[src/rtl/kmc_divider.sv]
// ----------------------------------------------------------------------------
// kmc_divider
// Restoring divider, one quotient bit per cycle. Signed dividend over an
// unsigned member count, quotient truncated toward zero.
// ----------------------------------------------------------------------------
module kmc_divider #(
  parameter int SUM_W = 24,
  parameter int DIV_W = 8,
  parameter int QUO_W = 16
) (
  input  logic                    clk_i,
  input  logic                    rst_ni,
  input  logic                    start_i,
  input  logic signed [SUM_W-1:0] dividend_i,
  input  logic [DIV_W-1:0]        divisor_i,
  output logic                    done_o,
  output logic signed [QUO_W-1:0] quot_o
);

  localparam int CNT_W = $clog2(SUM_W + 1);

  logic [SUM_W-1:0] acc_q;
  logic [DIV_W-1:0] rem_q, div_q;
  logic [CNT_W-1:0] cnt_q;
  logic             busy_q, done_q, neg_q;
  logic [DIV_W:0]   trial, trial_sub;
  logic             qbit;
  logic signed [SUM_W-1:0] mag_in;

  always_comb begin
    mag_in    = dividend_i[SUM_W-1] ? -dividend_i : dividend_i;
    trial     = {rem_q, acc_q[SUM_W-1]};
    trial_sub = trial - {1'b0, div_q};
    qbit      = (trial >= {1'b0, div_q});
  end

  always_ff @(posedge clk_i or negedge rst_ni) begin
    if (!rst_ni) begin
      acc_q  <= '0;
      rem_q  <= '0;
      div_q  <= '0;
      cnt_q  <= '0;
      busy_q <= 1'b0;
      done_q <= 1'b0;
      neg_q  <= 1'b0;
    end else begin
      done_q <= busy_q && !start_i && (cnt_q == CNT_W'(SUM_W - 1));
      if (start_i) begin
        acc_q  <= mag_in;
        rem_q  <= '0;
        div_q  <= divisor_i;
        neg_q  <= dividend_i[SUM_W-1];
        cnt_q  <= '0;
        busy_q <= 1'b1;
      end else if (busy_q) begin
        rem_q <= qbit ? trial_sub[DIV_W-1:0] : trial[DIV_W-1:0];
        acc_q <= {acc_q[SUM_W-2:0], qbit};
        cnt_q <= cnt_q + CNT_W'(1);
        if (cnt_q == CNT_W'(SUM_W - 1)) begin
          busy_q <= 1'b0;
        end
      end
    end
  end

  assign done_o = done_q;
  assign quot_o = neg_q ? -$signed(acc_q[QUO_W-1:0]) : $signed(acc_q[QUO_W-1:0]);

endmodule

[config.mk]
export PLATFORM = sky130hd
export DESIGN_NAME = kmc_divider
export DESIGN_NICKNAME = d
export VERILOG_FILES = /design/src/rtl/kmc_divider.sv
export SDC_FILE = /design/constraint.sdc
export NUM_CORES = 1
export LEC_CHECK = 0
export BUFFER_PORTS_ARGS = -buffer_cell sky130_fd_sc_hd__buf_2
export CAP_MARGIN = 25
export CORE_MARGIN = 2
export CORE_UTILIZATION = 25
export DETAILED_ROUTE_END_ITERATION = 16
export SYNTH_ARGS = -nofsm -noshare
export SYNTH_HDL_FRONTEND = slang
export SYNTH_SLANG_ARGS = --single-unit
[constraint.sdc]
create_clock -name clk_i -period 2.15 [get_ports clk_i]
set_input_delay 0.43 -clock clk_i [delete_from_list [all_inputs] [get_ports clk_i]]
set_output_delay 0.43 -clock clk_i [all_outputs]
set_load 0.05 [all_outputs]
# After elaboration in Yosys (flattened, before gate mapping)
# Cells that the tools add are included.
# classes
magnitude_cmp	1
reduce_logical	4
addsub	4
muxes	12
bitwise_logic	0
n_shift	0
n_eq_ne	1
multipliers	0
n_div	0
# op_table
op	n
$mux 24	3
$mux 8	3
$neg 24->24	1
$mux 16	1
$neg 16->16	1
$mux 5	2
$ge 9x8->1	1
$sub 8x8->8	1
$add 5x1->5 const B	1
$eq 5x5->1 const B	1
$mux 1	3
$logic_and 1x1->1	2
$reduce_bool 2->1	1
$logic_not 1->1	1
# totals
romBits	0
elab_cells	29
ram_bits	0
ff_bits	48
n_memories	0
inputBits	35
latchBits	0
output_inout_bits	17

# Longest topological paths before layout
# logic_depth
word_depth	4
mapped_depth	8

# Worst setup path after synthesis
# No wires, ideal clock.
# synth_path
path_type	register to output
from	register acc_q[3]
to	output quot_o[13]
arrival_time_ns	1.855
path_stages_with_launch	6
setup_slack_ns	-0.135
required_time_ns	1.720
cell_sequence	dfrtp_1 > clkbuf_1 > nor4_1 > nand3_1 > o41ai_1 > xnor2_1
# synth_via
elab_chain_cells	2
# synth_rtl
element	line_no	rtl
start: declaration	22	logic [SUM_W-1:0] acc_q;
start signal: assignment	49	acc_q <= mag_in;
start signal: assignment	57	acc_q <= {acc_q[SUM_W-2:0], qbit};
$neg 16->16	67	assign quot_o = neg_q ? -$signed(acc_q[QUO_W-1:0]) : $signed(acc_q[QUO_W-1:0]);
$mux 16	67	
end: declaration	17	output logic signed [QUO_W-1:0] quot_o
# No other way between the ends.

# Final worst setup path
# layout_path
from	register acc_q[13]
to	output quot_o[15]
# Same word-level chain as after synthesis.

==> metrics.log <==
INFO  metric outcome = finished, violations left
INFO  metric violations_in_the_final_reports = setup timing
INFO  metric p_switching = 1.646 mW
INFO  metric synth_top_cell_by_area = dfrtp_1
INFO  metric route.detailed.vias_per_inst = 4.755
INFO  metric synth.top_cells.by_area = dfrtp_1 35%, xnor2_1 5.7%, xor2_1 5.7%
INFO  metric finClkSkew = 0.003396 ns
INFO  metric fin_tns_setup = -0.8847 ns
INFO  metric critPathArrivalTime = 1.90 ns
INFO  metric wl = 8720 um
INFO  metric cts_made_buffers = 5
INFO  metric powerDensity = 923.4 nW/um^2
INFO  metric p_leak = 2.039 nW
INFO  metric cellInternalPower = 2.660 mW
INFO  metric core.rowCount = 42
INFO  metric timing.setup.critical_path_class = reg -> out
INFO  metric cts.path.max_buffers = 2
INFO  metric worstPathCellList = or4_4 > o31ai_4 > buf_6 > xnor2_2 > buf_6
INFO  metric grt_remaining_overflow = 0
INFO  metric antenna_violations_before_repair = 2
INFO  metric placed_cells = 629
INFO  metric drt_drc_violations_left = 0
INFO  metric routed_wire_length_per_instance = 13.50 um
INFO  metric worst_path_most_repeated_cell = buf_6
INFO  metric die_w = 120.4 um
INFO  metric power_switching_share = 38.23%
INFO  metric power.share.sequential = 27.8%
INFO  metric path_delay_family = simple AND/OR/NAND/NOR gates
INFO  metric number_of_synthesized_flops_with_an_enable_pin = 0
INFO  metric maxCapViolCount = 0
INFO  metric floorplan.initialDensity = 25.60%
INFO  metric regToRegSetupSlack = 0.09 ns
INFO  metric die_y = 120.4 um
INFO  metric grt_max_degree = 43
INFO  metric synth-seq-cells = 48
INFO  metric drtAntennaViolNets = 0
INFO  metric max_slew.worst_pin.slew = 0.5040 ns
INFO  metric clk_latency = 0.29 ns
INFO  metric total_power = 4.306 mW
INFO  metric synthFlopType = dfrtp_1
INFO  metric start_kind = flop
INFO  metric required = 1.72 ns
INFO  metric portBuffers = 51
INFO  metric yosysTopAreaCellShare = 35.44%
INFO  metric synth_warnings = 0
INFO  metric syn_nets = 429
INFO  metric final_layout_size_suffix_gt1_share = 33.26%
INFO  metric critical_path.endpoint_type = output pin
INFO  metric tritoncts = yes
INFO  metric syn-cell-area = 3390 um^2
INFO  metric synth_cell_type_count = 49
INFO  metric slowest_delay = 0.56 ns
INFO  metric report.final.slew_viol_count = 0
INFO  metric worst_setup_path_endpoint = quot_o[15]
INFO  metric dp.final_hpwl = 6508 um
INFO  metric path_clk_slew = 0.06 ns
INFO  metric yosysSeqAreaShare = 35.44%
INFO  metric grt_usage = 12.25%
INFO  metric core_area = 13240 um^2
INFO  metric htree_levels = 2
INFO  metric grt_first_pass_wirelength = 14370 um
INFO  metric final_critical_path_required_period = 2.332 ns
INFO  metric timing.reg2reg.worst_path_depth = 5
INFO  metric slew_headroom = 66.40%
INFO  metric syn-mean-instance-area = 8.873 um^2
INFO  metric ir_drop = 0.4039 mV
INFO  metric fin_crit_sh = 108.4%
INFO  metric async_flop_share = 100.0%
INFO  metric routed-via-count = 3072
INFO  metric root_buffer = clkbuf_16
INFO  metric crit_buf_inv = 2
INFO  metric cell_at_the_slowest_stage_of_the_critical_path = or4_4
INFO  metric fmaxAchievable = 0.4289 GHz
INFO  metric worstSetupPathDepth = 5
INFO  metric grt_setup_unrepaired = true
INFO  metric power.combinational.fraction = 50.2%
INFO  metric detailedRoute.firstPassIterationCount = 4
INFO  metric holdCritPathClass = in -> async
INFO  metric reg2reg_from = rem_q[4]
INFO  metric final_gp_congestion = 0.8776
INFO  metric die_area = 14510 um^2
INFO  metric design.final.nets = 515
INFO  metric number_of_global_route_vias_before_repair = 3046
INFO  metric finish.cell_count_without_fillers = 646
INFO  metric area_growth_syn_to_layout = 37.58%
INFO  metric worstSetupStartpoint = acc_q[13]
INFO  metric reg_to_reg_endpoint = rem_q[7]
INFO  metric syn_inst = 382
INFO  metric floorplan.io_pins = 52
INFO  metric clock_share_of_power = 22.0%
INFO  metric worst-path-max-fanout = 2
INFO  metric drtIter0Drc = 182
INFO  metric setup_viol_count_final = 7
INFO  metric cts.sinks = 48
INFO  metric finalWorstSetupSlack = -0.1816 ns
INFO  metric hold_violations = 0
## metrics by stage
step | setup WS, ns | cell area [um^2] | hold WS (ns) | util, %
3_3_place_gp | -0.04944 | 4188 | 0.3979 | 31.62
6_report | -0.1816 | 4663 | 0.07641 | 35.21
2_1_floorplan | -0.05261 | 3450 | 0.1344 | -
5_1_grt | -0.2599 | 4661 | 0.1101 | 35.19
4_1_cts | -0.2060 | 4547 | 0.08865 | 34.33
3_5_place_dp | -0.05001 | 4188 | 0.4046 | 31.62
## worst reg2reg max path: stages, from the launching register on
cell and delay [ns]:
dfrtp_1 0.41, ha_1 0.37, or4b_2 0.66, o211ai_1 0.13, o32ai_1 0.13, a311oi_2 0.27
## logic make-up after synthesis
group / after synthesis / synth area share (%)
compound gates: 105 / 21.00
xor+xnor: 44 / 11.37
fa+ha+maj: 12 / 4.651
buf+inv: 40 / 4.540
flops: 48 / 35.44
mux: 14 / 4.171
simple gates: 119 / 18.83
## area by class of cell
cell class,instances,area [um^2]
fillers,1337,8579
multi-input cells,294,2247
flip-flops and latches,48,1204
repair buffers,103,747.0
well taps,176,220.2
clock buffers,7,152.6
inverters,16,60.06
clock inverters,1,30.03
diodes,1,2.502
## timing repair
action	4_1_cts	5_1_grt
resized for setup	39	22
pin swaps	6	10
hold buffers	0	0
endpoints found under the hold margin	0	0
setup endpoints to repair	11	22
setup buffers	5	6
## cell usage after synthesis (2+ instances only)
| master | number |
|---|---|
| a211oi_1 | 16 |
| a21o_1 | 4 |
| a21oi_1 | 20 |
| a311oi_1 | 6 |
| and4_1 | 2 |
| buf_1 | 4 |
| clkbuf_1 | 19 |
| dfrtp_1 | 48 |
| ha_1 | 11 |
| inv_1 | 16 |
| mux2i_1 | 13 |
| nand2_1 | 30 |
| nand2b_1 | 4 |
| nand3_1 | 8 |
| nand3b_1 | 2 |
| nand4_1 | 4 |
| nand4b_1 | 3 |
| nor2_1 | 22 |
| nor2b_1 | 19 |
| nor3_1 | 7 |
| nor4_1 | 2 |
| o21ai_0 | 25 |
| o21bai_1 | 2 |
| o31ai_1 | 15 |
| o32ai_1 | 2 |
| o41ai_1 | 5 |
| or2_2 | 2 |
| or3_1 | 4 |
| or4_1 | 3 |
| or4_2 | 2 |
| or4_4 | 2 |
| xnor2_1 | 22 |
| xor2_1 | 22 |
## sequential cells by signal (all words and copies together), names as in the netlist
name / count
neg_q: 1
done_o: 1
cnt_q: 5
busy_q: 1
rem_q: 8
acc_q: 24
div_q: 8
## routing by layer
metal  global-route usage, %  up-vias  part of all wire (%)
li1                        -     1554                     -
met1                   15.35     1467                    44
met2                   21.01       41                    51
met3                   2.594        8                   4.0
met4                   3.924        2                   1.3
met5                       0        -                 0.080
## cells in the final DEF, fill, tap and decap left out, types with 3 or more instances in the layout
| master | synthesis | layout |
|---|---|---|
| buf_4 | 1 | 51 |
| dfrtp_1 | 48 | 46 |
| buf_2 | 0 | 37 |
| nand2_1 | 30 | 30 |
| nor2_1 | 22 | 22 |
| xor2_1 | 22 | 22 |
| a21oi_1 | 20 | 20 |
| o21ai_0 | 25 | 19 |
| nor2b_1 | 19 | 18 |
| a211oi_1 | 16 | 16 |
| inv_1 | 16 | 15 |
| xnor2_1 | 22 | 14 |
| mux2i_1 | 13 | 13 |
| o31ai_1 | 15 | 11 |
| buf_6 | 0 | 11 |
| ha_1 | 11 | 10 |
| xnor2_2 | 0 | 8 |
| nand3_1 | 8 | 6 |
| a311oi_1 | 6 | 5 |
| nor3_1 | 7 | 5 |
| clkbuf_16 | 0 | 5 |
| nand2b_1 | 4 | 4 |
| nand4_1 | 4 | 4 |
| or4_4 | 2 | 3 |
| o21ai_2 | 0 | 3 |
| o41ai_2 | 1 | 3 |
| o21ai_1 | 0 | 3 |
| nand4b_1 | 3 | 3 |
| a21o_1 | 4 | 3 |
| or3_1 | 4 | 3 |
| o41ai_1 | 5 | 3 |
## power groups by stage
stage | combinational, mW | sequential [mW] | clock [mW]
6_report | 2.16 | 1.20 | 0.947
3_5_place_dp | 1.93 | 1.20 | 0
4_1_cts | 2.06 | 1.20 | 0.977
5_1_grt | 2.38 | 1.22 | 0.995
3_3_place_gp | 1.91 | 1.20 | 0
2_1_floorplan | 1.34 | 1.18 | 0
## worst min-delay path by stage
stage / start / cells past startpoint / end / slack [ns]
finish: rst_ni / 1 / cnt_q[3] / 0.08
global route: rst_ni / 1 / cnt_q[3] / 0.11
CTS: rst_ni / 1 / cnt_q[0] / 0.09
detailed placement: rst_ni / 1 / cnt_q[3] / 0.40
global placement: rst_ni / 1 / cnt_q[3] / 0.40
floorplan: rst_ni / 0 / acc_q[0] / 0.13
(Power assumes the default switching activity.)
