## config.mk

```make
export PLATFORM = sky130hd
export DESIGN_NAME = kmc_sqdist
export DESIGN_NICKNAME = d
export VERILOG_FILES = /design/src/rtl/kmc_pkg.sv /design/src/rtl/kmc_sqdist.sv
export SDC_FILE = /design/constraint.sdc
export NUM_CORES = 1
export LEC_CHECK = 0
export ABC_CLOCK_PERIOD_IN_PS = 9000
export BUFFER_PORTS_ARGS = -buffer_cell sky130_fd_sc_hd__buf_2
export CAP_MARGIN = 20
export CORE_MARGIN = 2
export CORE_UTILIZATION = 40
export DETAILED_ROUTE_END_ITERATION = 10
export GPL_TIMING_DRIVEN = 1
export PLACE_DENSITY_LB_ADDON = 0.25
export SKIP_LAST_GASP = 1
export SLEW_MARGIN = 25
export SYNTH_ARGS = -nofsm -noshare
export SYNTH_HDL_FRONTEND = slang
export SYNTH_SLANG_ARGS = --single-unit
```

## constraint.sdc

```tcl
create_clock -name clk_i -period 9 [get_ports clk_i]
set_input_delay 1.8 -clock clk_i [delete_from_list [all_inputs] [get_ports clk_i]]
set_output_delay 1.8 -clock clk_i [all_outputs]
set_load 0.005 [all_outputs]
```

## src/rtl/kmc_pkg.sv

```systemverilog
// ----------------------------------------------------------------------------
// kmc_pkg
// Shared constants for the 2-D k-means clustering core: default sizes,
// request and response codes, configuration register map and reset values.
// ----------------------------------------------------------------------------
package kmc_pkg;

  // default sizes
  localparam int MAX_POINTS_DEF   = 128;
  localparam int MAX_CLUSTERS_DEF = 16;
  localparam int COORD_BITS_DEF   = 16;

  // request codes
  localparam int REQ_W = 2;
  localparam logic [REQ_W-1:0] REQ_LOAD    = 2'd0;
  localparam logic [REQ_W-1:0] REQ_RUN     = 2'd1;
  localparam logic [REQ_W-1:0] REQ_READ    = 2'd2;
  localparam logic [REQ_W-1:0] REQ_INVALID = 2'd3;

  // response kinds
  localparam logic RESP_RUN   = 1'b0;
  localparam logic RESP_LABEL = 1'b1;

  // configuration port
  localparam int CFG_IDX_W  = 2;
  localparam int CFG_DATA_W = 8;
  localparam logic [CFG_IDX_W-1:0] REG_CLUSTER_COUNT   = 2'd0;
  localparam logic [CFG_IDX_W-1:0] REG_POINT_COUNT     = 2'd1;
  localparam logic [CFG_IDX_W-1:0] REG_ITERATION_COUNT = 2'd2;

  // register widths and reset values
  localparam int CLUSTER_CNT_W = 5;
  localparam int POINT_CNT_W   = 8;
  localparam int ITER_W        = 8;
  localparam int MEMBER_OUT_W  = 8;
  localparam logic [CLUSTER_CNT_W-1:0] CLUSTER_COUNT_RST   = 5'd2;
  localparam logic [POINT_CNT_W-1:0]   POINT_COUNT_RST     = 8'd1;
  localparam logic [ITER_W-1:0]        ITERATION_COUNT_RST = 8'd10;

endpackage

```

## src/rtl/kmc_sqdist.sv

```systemverilog
// ----------------------------------------------------------------------------
// kmc_sqdist
// Squared Euclidean distance between a point and a centroid, using one
// shared multiplier for dx*dx and dy*dy over consecutive cycles.
// ----------------------------------------------------------------------------
module kmc_sqdist #(
  parameter int COORD_BITS = kmc_pkg::COORD_BITS_DEF
) (
  input  logic                         clk_i,
  input  logic                         rst_ni,
  input  logic                         start_i,
  input  logic signed [COORD_BITS-1:0] px_i,
  input  logic signed [COORD_BITS-1:0] py_i,
  input  logic signed [COORD_BITS-1:0] cx_i,
  input  logic signed [COORD_BITS-1:0] cy_i,
  output logic                         done_o,
  output logic [2*COORD_BITS:0]        dist_o
);

  localparam int CW = COORD_BITS;

  typedef enum logic [1:0] {
    SQ_IDLE,
    SQ_MX,
    SQ_MY,
    SQ_ADD
  } sq_state_e;

  sq_state_e         state_q;
  logic [CW-1:0]     dx_q, dy_q;
  logic [2*CW-1:0]   prod_q, acc_q;
  logic [2*CW:0]     dist_q;
  logic              done_q;
  logic [CW-1:0]     mul_op;
  logic signed [CW:0] diff_x, diff_y;
  logic signed [CW:0] mag_x, mag_y;

  always_comb begin
    diff_x = {cx_i[CW-1], cx_i} - {px_i[CW-1], px_i};
    diff_y = {cy_i[CW-1], cy_i} - {py_i[CW-1], py_i};
    mag_x  = diff_x[CW] ? -diff_x : diff_x;
    mag_y  = diff_y[CW] ? -diff_y : diff_y;
    mul_op = (state_q == SQ_MY) ? dy_q : dx_q;
  end

  always_ff @(posedge clk_i or negedge rst_ni) begin
    if (!rst_ni) begin
      state_q <= SQ_IDLE;
      dx_q    <= '0;
      dy_q    <= '0;
      prod_q  <= '0;
      acc_q   <= '0;
      dist_q  <= '0;
      done_q  <= 1'b0;
    end else begin
      done_q <= (state_q == SQ_ADD);
      prod_q <= mul_op * mul_op;
      unique case (state_q)
        SQ_IDLE: begin
          if (start_i) begin
            dx_q    <= mag_x[CW-1:0];
            dy_q    <= mag_y[CW-1:0];
            state_q <= SQ_MX;
          end
        end
        SQ_MX: state_q <= SQ_MY;
        SQ_MY: begin
          acc_q   <= prod_q;
          state_q <= SQ_ADD;
        end
        SQ_ADD: begin
          dist_q  <= {1'b0, acc_q} + {1'b0, prod_q};
          state_q <= SQ_IDLE;
        end
        default: state_q <= SQ_IDLE;
      endcase
    end
  end

  assign done_o = done_q;
  assign dist_o = dist_q;

endmodule

```

Yosys cells after proc, flatten, opt, wreduce, memory -nomap -nowiden:

Cells that the tools add are included.

* add/sub/neg operators: 5
* $mul: 1
* equal/unequal tests: 4
* muxes and demuxes: 5
* reduce and logical (&&, ||, !) cells: 2

Operators with widths (number)
* $mux 16: 3
* $sub 16x16->17: 2
* $add 32x32->33: 1
* $mul 16x16->32: 1
* $neg 16->16: 2
* $pmux 2 s4: 1
* $eq 2x2->1 const B: 2
* $eq 2x1->1 const B: 1
* $logic_not 2->1: 1
* $mux 2: 1
* $ne 2x2->1 const B: 1
* $reduce_and 2->1: 1

* register bits: 132
* input port bits: 67

Depth between registers and ports, before layout:

Gate-level depths: netlist (run 1).

* depth in word-level cells: 3
* mapped depth: 31

Worst setup path after synthesis (run 1):

OpenSTA, ideal clock, no wires.

* kind: register -> register
* start point: register state_q[0]
* end point: register prod_q[31]
* setup time: 0.080 ns
* arrival time: 7.628 ns
* data required time: 8.920 ns
* path slack: 1.292 ns
* cell stages (with the launch flop): 28
* path buffers: 3
* clock period less this slack: 7.708 ns
* cell sequence: dfrtp_1 -> inv_1 -> ha_1 -> clkbuf_1 -> buf_1 -> mux2i_1 -> clkinv_1 -> nand2_1 -> fa_1 -> inv_1 -> fa_1 -> fa_1 -> fa_1 -> fa_1 -> inv_1 -> fa_1 -> inv_1 -> ha_1 -> clkbuf_1 -> a21o_1 -> a31oi_1 -> o21ai_0 -> a31oi_1 -> a31oi_1 -> or4_1 -> a31o_2 -> a21oi_1 -> xnor2_1

* word-level cells in the longest chain between the ends: 3

Ends and longest elaborated chain
* start: declaration: line kmc_sqdist.sv:29 `sq_state_e state_q;`
* start signal: assignment: line kmc_sqdist.sv:48 `state_q <= SQ_IDLE;`
* start signal: assignment: line kmc_sqdist.sv:63 `state_q <= SQ_MX;`
* start signal: assignment: line kmc_sqdist.sv:66 `SQ_MX: state_q <= SQ_MY;`
* $eq 2x2->1: line kmc_sqdist.sv:43 `mul_op = (state_q == SQ_MY) ? dy_q : dx_q;`
* $mux 16: line kmc_sqdist.sv:43
* $mul 16x16->32: line kmc_sqdist.sv:57 `prod_q <= mul_op * mul_op;`
* end signal: assignment: line kmc_sqdist.sv:57
* end: declaration: line kmc_sqdist.sv:31 `logic [2*CW-1:0] prod_q, acc_q;`

No other way between the ends.
A chain may end at the register's enable or synchronous reset.

Worst setup path in the final report (run 1):

Ends and elaborated chain as after synthesis.

==> flow_summary_export.csv, run 1 <==
group,metric,value,unit
status,outcome,"complete, no violations",
grt,overflow,0,
die,row_count,70,
synthesis,syn_nets,1993,
grt,grt_first_pass_wirelength,54.2,mm
synthesis,synth_cell_types,70,
timing,max_freq,123,MHz
routing,drtAntennaViolNets,0,
critical_path,cp.depth,24,
synthesis,synth_fa_ha_area_share,35.8,%
worst_hold_path,hold_path_startpoint,"dx_q[7]$_DFFE_PN0P_",
synthesis,synthSimpleGateAreaFrac,10.8,%
cts,clock_latency,0.43,ns
synthesis,avgSynthCellArea,9.36,sq um
routing,routedWlPerCell,14.5,um
placed_design,hpwlAfterDp,26.1,mm
synthesis,synth_seq_area_share,21.8,%
cts,cts_buffers,17,
placed_design,place_congestion,0.880,
critical_path,worst_setup_path_end_kind,"register",
critical_path,cpLargestDelayFamily,"adder cells",
critical_path,ff2ff_path_depth,24,
placed_design,place_ws,0.939,ns
cts,clockRootBuffer,"clkbuf_16",
cells_and_area,antenna_cells,0,
critical_path,path_cells,"inv_1, ha_2, mux2i_1, clkinv_1, nand2_1, fa_1, inv_1, fa_1, fa_1, fa_1, fa_1, inv_1, fa_1, inv_1, ha_1, a41o_1, a21oi_1, o21ai_0, a31oi_1, a31oi_1, or4_1, a31o_2, a21oi_1, xnor2_1",
die,dieArea,38900,sq um
die,initial_utilization,40.7,%
cts,clkTransAtPathRegs,0.06,ns
grt,grt_antenna_before_repair,0,
routing,dr.first_iter.drc_count,495,
timing,setup_ws,0.875,ns
synthesis,synth_area,14900,sq um
critical_path,cpMostUsedCell,"fa_1",
cts,cts_resized,0,
grt,grt_max_degree,72,
critical_path,timing.rr.start,"state_q[0]$_DFFE_PN0P_",
routing,num_vias,10758,
cts,cts-htree-levels,4,
cells_and_area,syn_to_final_growth,11.2,%
timing,fin_crit_sh,90.3,%
grt,grt_pass1_vias,11075,
critical_path,arrival,8.46,ns
timing,maxSlewViolCount,0,
synthesis,netlist_instances,1597,
worst_hold_path,hold_class,"register to register",
synthesis,synthFlopType,"dfrtp_1",
cts,hold_buffers,0,
synthesis,ys_ff_latch,130,
die,ioPinCount,101,
critical_path,startpoint_type,"register",
cells_and_area,fin_nets,2093,
synthesis,synth-compound-area-share,10.4,%
timing,tns,0,ns
placed_design,port_buffers,100,
critical_path,crit_required,9.34,ns
synthesis,yosysWarnings,0,
critical_path,crit_start,"state_q[0]$_DFFE_PN0P_",
die,die-width,197,um
routing,drc,0,
synthesis,synth_top_family_by_area,"adder cells",
synthesis,muxShareOfSynthArea,6.21,%
cts,tritoncts,"built",
routing,first_pass_iters,7,
worst_hold_path,hold_depth,2,
timing,post-route-min-period,8.12,ns
timing,rsz0062_at_grt,"false",
die,coreArea,36700,sq um
critical_path,critPathKind,"register to register",
critical_path,cpPeakStageDelay,0.75,ns
cts,clk_path_buf_depth,2,
routing,wl,31.7,mm
synthesis,async_flop_share,100,%
cells_and_area,drive_gt1_share,13.7,%
routing,viasPerCell,4.94,
critical_path,cp_slowest_cell,"mux2i_1",
cts,post_cts.repair.setup_buffers,0,
timing,hold_viol_final,0,
synthesis,synth_xor_area_share,6.67,%
timing,finalClockSkew,0.0128,ns
timing,hold_ws,0.482,ns
grt,track_usage,17.4,%
timing,slew_headroom,36.9,%
die,chipHeight,197,um
synthesis,synth_edf_count,0,
run,maxCapViolations,0,
timing,worstMarginPinSlew,0.947,ns
critical_path,crit_buf_inv,5,
timing,finalSetupViolCount,0,
cts,cts.sink_count,130,
critical_path,crit_fanout,11,
[cells by family after synthesis]
family,count (synthesis)
AOI/OAI and AO/OA,244
xor gates and xnor gates,113
adders and majority gates,329
buffers and inverters,335
DFF,130
muxes,84
and+or+nand+nor,362
[state kept, by name, summed over array words and instances (netlist names)]
| signal | flops |
|---|---|
| acc_q | 31 |
| dist_o | 33 |
| done_o | 1 |
| dx_q | 16 |
| dy_q | 16 |
| prod_q | 31 |
| state_q | 2 |
[synth_stat cells, types with 7 or more instances]
cell type / count / area (sq um)
fa_1: 164 / 3280
dfrtp_1: 130 / 3250
nor2_1: 129 / 484
nor3_1: 19 / 95.1
xnor2_1: 74 / 648
o21a_1: 7 / 52.6
ha_1: 165 / 2060
inv_1: 296 / 1110
a21oi_1: 73 / 365
nand2b_1: 9 / 56.3
a21o_1: 16 / 120
clkbuf_1: 27 / 101
mux2_2: 70 / 788
nand3_1: 15 / 75.1
a31oi_1: 16 / 100
and3_1: 7 / 43.8
o21bai_1: 7 / 52.6
o21ai_0: 65 / 325
xor2_1: 38 / 333
nor2b_1: 13 / 81.3
mux2i_1: 14 / 140
a211oi_1: 11 / 82.6
nand4_1: 7 / 43.8
nand2_1: 134 / 503
[per-layer routing]
metal	global-route usage [%]	share of wire (%)	vias to the layer above
li1	-	-	5407
met4	5.88	2.4	0
met2	29.0	46	223
met3	2.53	3.6	44
met5	0	0	-
met1	23.2	48	5084
[tightest hold or removal path: stages, from the launching register on]
cell and delay [ns]:
dfrtp_1 0.34, nand2_1 0.05, o21ai_0 0.06
[stage by stage]
step | cell area (sq um) | instances | util, %
2_1_floorplan | 14900 | 1597 | -
3_3_place_gp | 16000 | 2145 | 43.6
3_5_place_dp | 16000 | 2145 | 43.7
4_1_cts | 16600 | 2177 | 45.3
5_1_grt | 16600 | 2178 | 45.3
6_report | 16600 | 2178 | 45.3
[layout make-up]
class	count	area [sq um]
Tap cell	468	586
Timing Repair Buffer	115	619
Sequential cell	130	3250
Clock inverter	12	129
Multi-Input combinational cell	1132	10400
Fill cell	3579	20100
Inverter	301	1130
Clock buffer	20	457
[layout by cell type (no fill, tap or decap), types with 19 or more instances in the layout]
cell / count
a21oi_1: 73
buf_2: 99
dfrtp_1: 130
fa_1: 164
ha_1: 163
inv_1: 296
mux2_2: 70
nand2_1: 134
nor2_1: 129
nor3_1: 19
o21ai_0: 65
xnor2_1: 74
xor2_1: 38
[worst paths after layout]
check                                              to  slack, ns
worst max-delay path             prod_q[31]$_DFF_PN0_       0.88
worst min-delay path              dx_q[7]$_DFFE_PN0P_       0.48
worst max register to register   prod_q[31]$_DFF_PN0_       0.88
worst min register to register    dx_q[7]$_DFFE_PN0P_       0.48
max in group asynchronous       acc_q[23]$_DFFE_PN0P_       6.34
min in group asynchronous         dy_q[0]$_DFFE_PN0P_       1.37
Power of run 1 is left out: the tool's default activity adds up to more than one toggle a clock period on the data nets, which glitch-free logic cannot reach.
==> inputs of run 2 (changes only) <==
Settings changed: CORE_ASPECT_RATIO set to 0.75, CTS_BUF_LIST set to sky130_fd_sc_hd__clkbuf_4.
==> flow_summary_export.csv, run 2 (same netlist as run 1, synthesis figures left out) <==
group,metric,value,unit
status,outcome,"complete, no violations",
critical_path,r2r-end,"prod_q[31]$_DFF_PN0_",
cts,cts-htree-levels,4,
grt,grt_first_pass_wirelength,55.3,mm
cells_and_area,layout_commonest_cell,"inv_1",
cts,cts_buffers,17,
cts,clkTransAtPathRegs,0.13,ns
cts,tritoncts,"built",
grt,grt_max_degree,62,
critical_path,cp_slowest_cell,"mux2i_1",
critical_path,cpPeakStageDelay,0.59,ns
timing,fin_crit_sh,92.9,%
critical_path,worst_setup_path_end_kind,"register",
placed_design,place_area,16100,sq um
grt,grt_pass1_vias,10875,
timing,maxSlewViolCount,0,
grt,overflow,0,
timing,hold_ws,0.493,ns
routing,viasPerCell,4.92,
timing,slew_headroom,35.3,%
routing,dr.first_iter.drc_count,649,
die,coreArea,36900,sq um
routing,wl,32.7,mm
cts,clockRootBuffer,"clkbuf_4",
critical_path,crit_fanout,21,
cells_and_area,syn_to_final_growth,9.59,%
worst_hold_path,whs_endpoint,"dx_q[11]$_DFFE_PN0P_",
critical_path,startpoint_type,"register",
timing,finalClockSkew,0.0504,ns
timing,tns,0,ns
die,chipHeight,171,um
cts,cts_resized,0,
routing,drtAntennaViolNets,0,
die,die-width,227,um
run,maxCapViolations,0,
cts,hold_buffers,0,
routing,first_pass_iters,5,
timing,rsz0062_at_grt,"false",
timing,post-route-min-period,8.36,ns
worst_hold_path,hold_class,"register to register",
critical_path,timing.rr.start,"state_q[0]$_DFFE_PN0P_",
grt,met2_usage,27.4,%
cells_and_area,final_cell_area,16400,sq um
die,row_count,61,
cts,clock_latency,0.59,ns
grt,globalRouteMet3Util,2.96,%
grt,grt.busiest_layer,"met2",
cells_and_area,largest_reg_flops,33,
timing,hold_viol_final,0,
die,dieArea,38900,sq um
worst_hold_path,hold_path_startpoint,"dx_q[11]$_DFFE_PN0P_",
placed_design,hpwlAfterDp,27.2,mm
cells_and_area,drive_gt1_share,13.6,%
timing,finalSetupViolCount,0,
critical_path,critPathKind,"register to register",
critical_path,crit_required,9.49,ns
critical_path,ff2ff_path_depth,26,
placed_design,place_congestion,0.874,
cts,clk_path_buf_depth,2,
grt,grt_use_met1,26.9,%
critical_path,crit_start,"state_q[0]$_DFFE_PN0P_",
timing,worstMarginPinSlew,0.970,ns
critical_path,r2r_slack,0.64,ns
cts,post_cts.repair.setup_buffers,0,
grt,track_usage,18.0,%
routing,routedWlPerCell,14.8,um
die,initial_utilization,40.5,%
routing,num_vias,10902,
placed_design,port_buffers,100,
timing,max_freq,120,MHz
cells_and_area,final_cell_mix,"296 x inv_1, 164 x fa_1, 163 x ha_1",
worst_hold_path,hold_depth,2,
routing,drc,0,
cells_and_area,nFillCells,3649,
cts,cts.sink_count,130,
die,ioPinCount,101,
cells_and_area,fin_nets,2093,
grt,grt_antenna_before_repair,1,
critical_path,arrival,8.85,ns
-- run 2: per-stage QoR --
stage	setup slack, ns	utilization (%)	std cells
after floorplan	1.29	-	1597
after global placement	1.02	43.5	2180
after detailed placement	0.722	43.5	2181
after CTS	0.702	44.3	2213
after global routing	0.195	44.3	2215
final	0.640	44.3	2215
-- run 2: area by class of cell --
cell class | instances | area [sq um] | area share, %
diodes | 1 | 2.50 | 0.0153
repair buffers | 115 | 639 | 3.90
clock buffers | 20 | 150 | 0.917
well taps | 504 | 631 | 3.85
clock inverters | 12 | 131 | 0.802
inverters | 301 | 1130 | 6.90
multi-input cells | 1132 | 10400 | 63.8
flip-flops and latches | 130 | 3250 | 19.9
-- run 2: layer usage --
| layer | vias up | share of wire (%) |
|---|---|---|
| li1 | 5403 | - |
| met1 | 5230 | 52 |
| met2 | 248 | 43 |
| met3 | 21 | 4.9 |
| met4 | 0 | 0.89 |
| met5 | - | 0 |
-- run 2: critical path: cells and delay by family, from the launching register on --
family | cells | cell delay (ns)
flops | 1 | 0.40
buf+inv | 7 | 0.95
simple gates | 2 | 0.69
xor+xnor | 1 | 0.14
compound gates | 7 | 1.50
mux | 1 | 0.59
fa+ha+maj | 8 | 4.01
-- run 2: worst max path at each step --
| stage | to | depth (start not counted) |
|---|---|---|
| global placement | prod_q[31]$_DFF_PN0_ | 26 |
| CTS | prod_q[31]$_DFF_PN0_ | 26 |
| finish | prod_q[31]$_DFF_PN0_ | 26 |
| global route | prod_q[31]$_DFF_PN0_ | 26 |
| floorplan | prod_q[31]$_DFF_PN0_ | 27 |
| detailed placement | prod_q[31]$_DFF_PN0_ | 26 |
Power of run 2 is left out for the same reason.
==> inputs of run 3 (changes only) <==
Settings changed: ABC_CLOCK_PERIOD_IN_PS 9000 to 8300.
Clock period 9 ns to 8.3 ns, I/O delays scaled along.
==> flow_summary_export.csv, run 3 (same netlist as run 1, synthesis figures left out) <==
group,metric,value,unit
status,outcome,"complete, no violations",
critical_path,ff2ff_path_depth,25,
grt,globalRouteMet3Util,2.80,%
grt,overflow,0,
cts,clockRootBuffer,"clkbuf_4",
routing,wl,33.6,mm
routing,num_vias,11133,
placed_design,hpwlAfterDp,27.6,mm
cells_and_area,instances_no_fill,2224,
routing,routedWlPerCell,15.1,um
worst_hold_path,hold_depth,2,
grt,grt_antenna_before_repair,1,
grt,grt_first_pass_wirelength,56.5,mm
die,ioPinCount,101,
cts,cts_resized,0,
die,row_count,61,
run,maxCapViolations,0,
critical_path,r2r_slack,0.56,ns
cts,cts_buffers,17,
cts,hold_buffers,0,
die,chipHeight,171,um
grt,met2_usage,28.1,%
die,die-width,227,um
timing,rsz0062_at_grt,"false",
grt,track_usage,18.3,%
timing,slew_headroom,33.4,%
critical_path,arrival,8.27,ns
placed_design,place_congestion,0.895,
die,dieArea,38900,sq um
cts,cts-htree-levels,4,
critical_path,critPathKind,"register to register",
timing,max_freq,129,MHz
timing,tns,0,ns
timing,fin_crit_sh,93.3,%
cells_and_area,final_cell_mix,"296 x inv_1, 164 x fa_1, 163 x ha_1",
die,initial_utilization,40.5,%
timing,worstMarginPinSlew,0.999,ns
cts,post_cts.repair.setup_buffers,0,
grt,grt.busiest_layer,"met2",
routing,drtAntennaViolNets,0,
grt,grt_max_degree,91,
cells_and_area,largest_reg_flops,33,
placed_design,placed_cells,2190,
routing,viasPerCell,5.01,
routing,dr.first_iter.drc_count,654,
cells_and_area,drive_gt1_share,14.1,%
routing,drc,0,
cts,clk_path_buf_depth,2,
critical_path,r2r-end,"prod_q[31]$_DFF_PN0_",
cells_and_area,syn_to_final_growth,9.93,%
timing,hold_ws,0.493,ns
grt,grt_use_met1,27.3,%
critical_path,timing.rr.start,"state_q[0]$_DFFE_PN0P_",
timing,finalSetupViolCount,0,
cells_and_area,fin_nets,2102,
timing,post-route-min-period,7.74,ns
cells_and_area,post-route-util,44.5,%
cts,clkTransAtPathRegs,0.15,ns
cts,tritoncts,"built",
cts,clock_latency,0.59,ns
die,coreArea,36900,sq um
critical_path,crit_fanout,13,
timing,finalClockSkew,0.0453,ns
worst_hold_path,hold_class,"register to register",
critical_path,crit_required,8.83,ns
worst_hold_path,whs_endpoint,"dy_q[8]$_DFFE_PN0P_",
cells_and_area,layout_commonest_cell,"inv_1",
timing,hold_viol_final,0,
grt,grt_pass1_vias,11237,
critical_path,worst_setup_path_end_kind,"register",
critical_path,startpoint_type,"register",
routing,first_pass_iters,5,
placed_design,port_buffers,100,
worst_hold_path,hold_path_startpoint,"dy_q[8]$_DFFE_PN0P_",
cts,cts.sink_count,130,
timing,maxSlewViolCount,0,
run 3: layout make-up:
type                    count  area (sq um)
fillers                  3680         20500
multi-input cells        1132         10400
flip-flops and latches    130          3250
inverters                 301          1130
repair buffers            124           684
well taps                 504           631
clock inverters            14           153
clock buffers              18           135
diodes                      1          2.50
run 3: routing by layer:
layer	wire, um	part of all wire (%)
met5	0	0
met4	258	0.77
met3	1860	5.5
met2	14300	42
met1	17200	51
run 3: how the worst max path moves through the flow:
stage / start / to / slack [ns] / depth (start not counted)
6_report: state_q[0]$_DFFE_PN0P_ / prod_q[31]$_DFF_PN0_ / 0.56 / 25
3_5_place_dp: state_q[0]$_DFFE_PN0P_ / prod_q[31]$_DFF_PN0_ / 0.60 / 25
2_1_floorplan: state_q[0]$_DFFE_PN0P_ / prod_q[31]$_DFF_PN0_ / 0.59 / 27
3_3_place_gp: state_q[0]$_DFFE_PN0P_ / prod_q[31]$_DFF_PN0_ / 0.76 / 25
5_1_grt: state_q[0]$_DFFE_PN0P_ / prod_q[31]$_DFF_PN0_ / 0.20 / 25
4_1_cts: state_q[0]$_DFFE_PN0P_ / prod_q[31]$_DFF_PN0_ / 0.60 / 25
run 3: worst max-delay path, stage by stage, from the launching register on:
cell	delay [ns]
dfrtp_1	0.40
inv_1	0.13
ha_2	0.42
buf_4	0.26
mux2i_1	0.56
nor2_1	0.17
fa_1	0.54
inv_1	0.06
fa_1	0.54
inv_1	0.05
fa_1	0.52
fa_1	0.44
fa_1	0.54
inv_1	0.05
fa_1	0.53
inv_1	0.04
ha_1	0.35
a21o_1	0.21
a31oi_1	0.22
o21ai_0	0.20
a31oi_1	0.30
a31oi_1	0.16
or4_1	0.44
a31o_2	0.25
a21oi_1	0.17
xnor2_1	0.13
run 3: stage by stage:
step	cell area (sq um)	setup slack, ns
after floorplan	14900	0.592
after global placement	16100	0.758
after detailed placement	16100	0.597
after CTS	16400	0.596
after global routing	16400	0.197
final	16400	0.560
Power of run 3 is left out for the same reason.
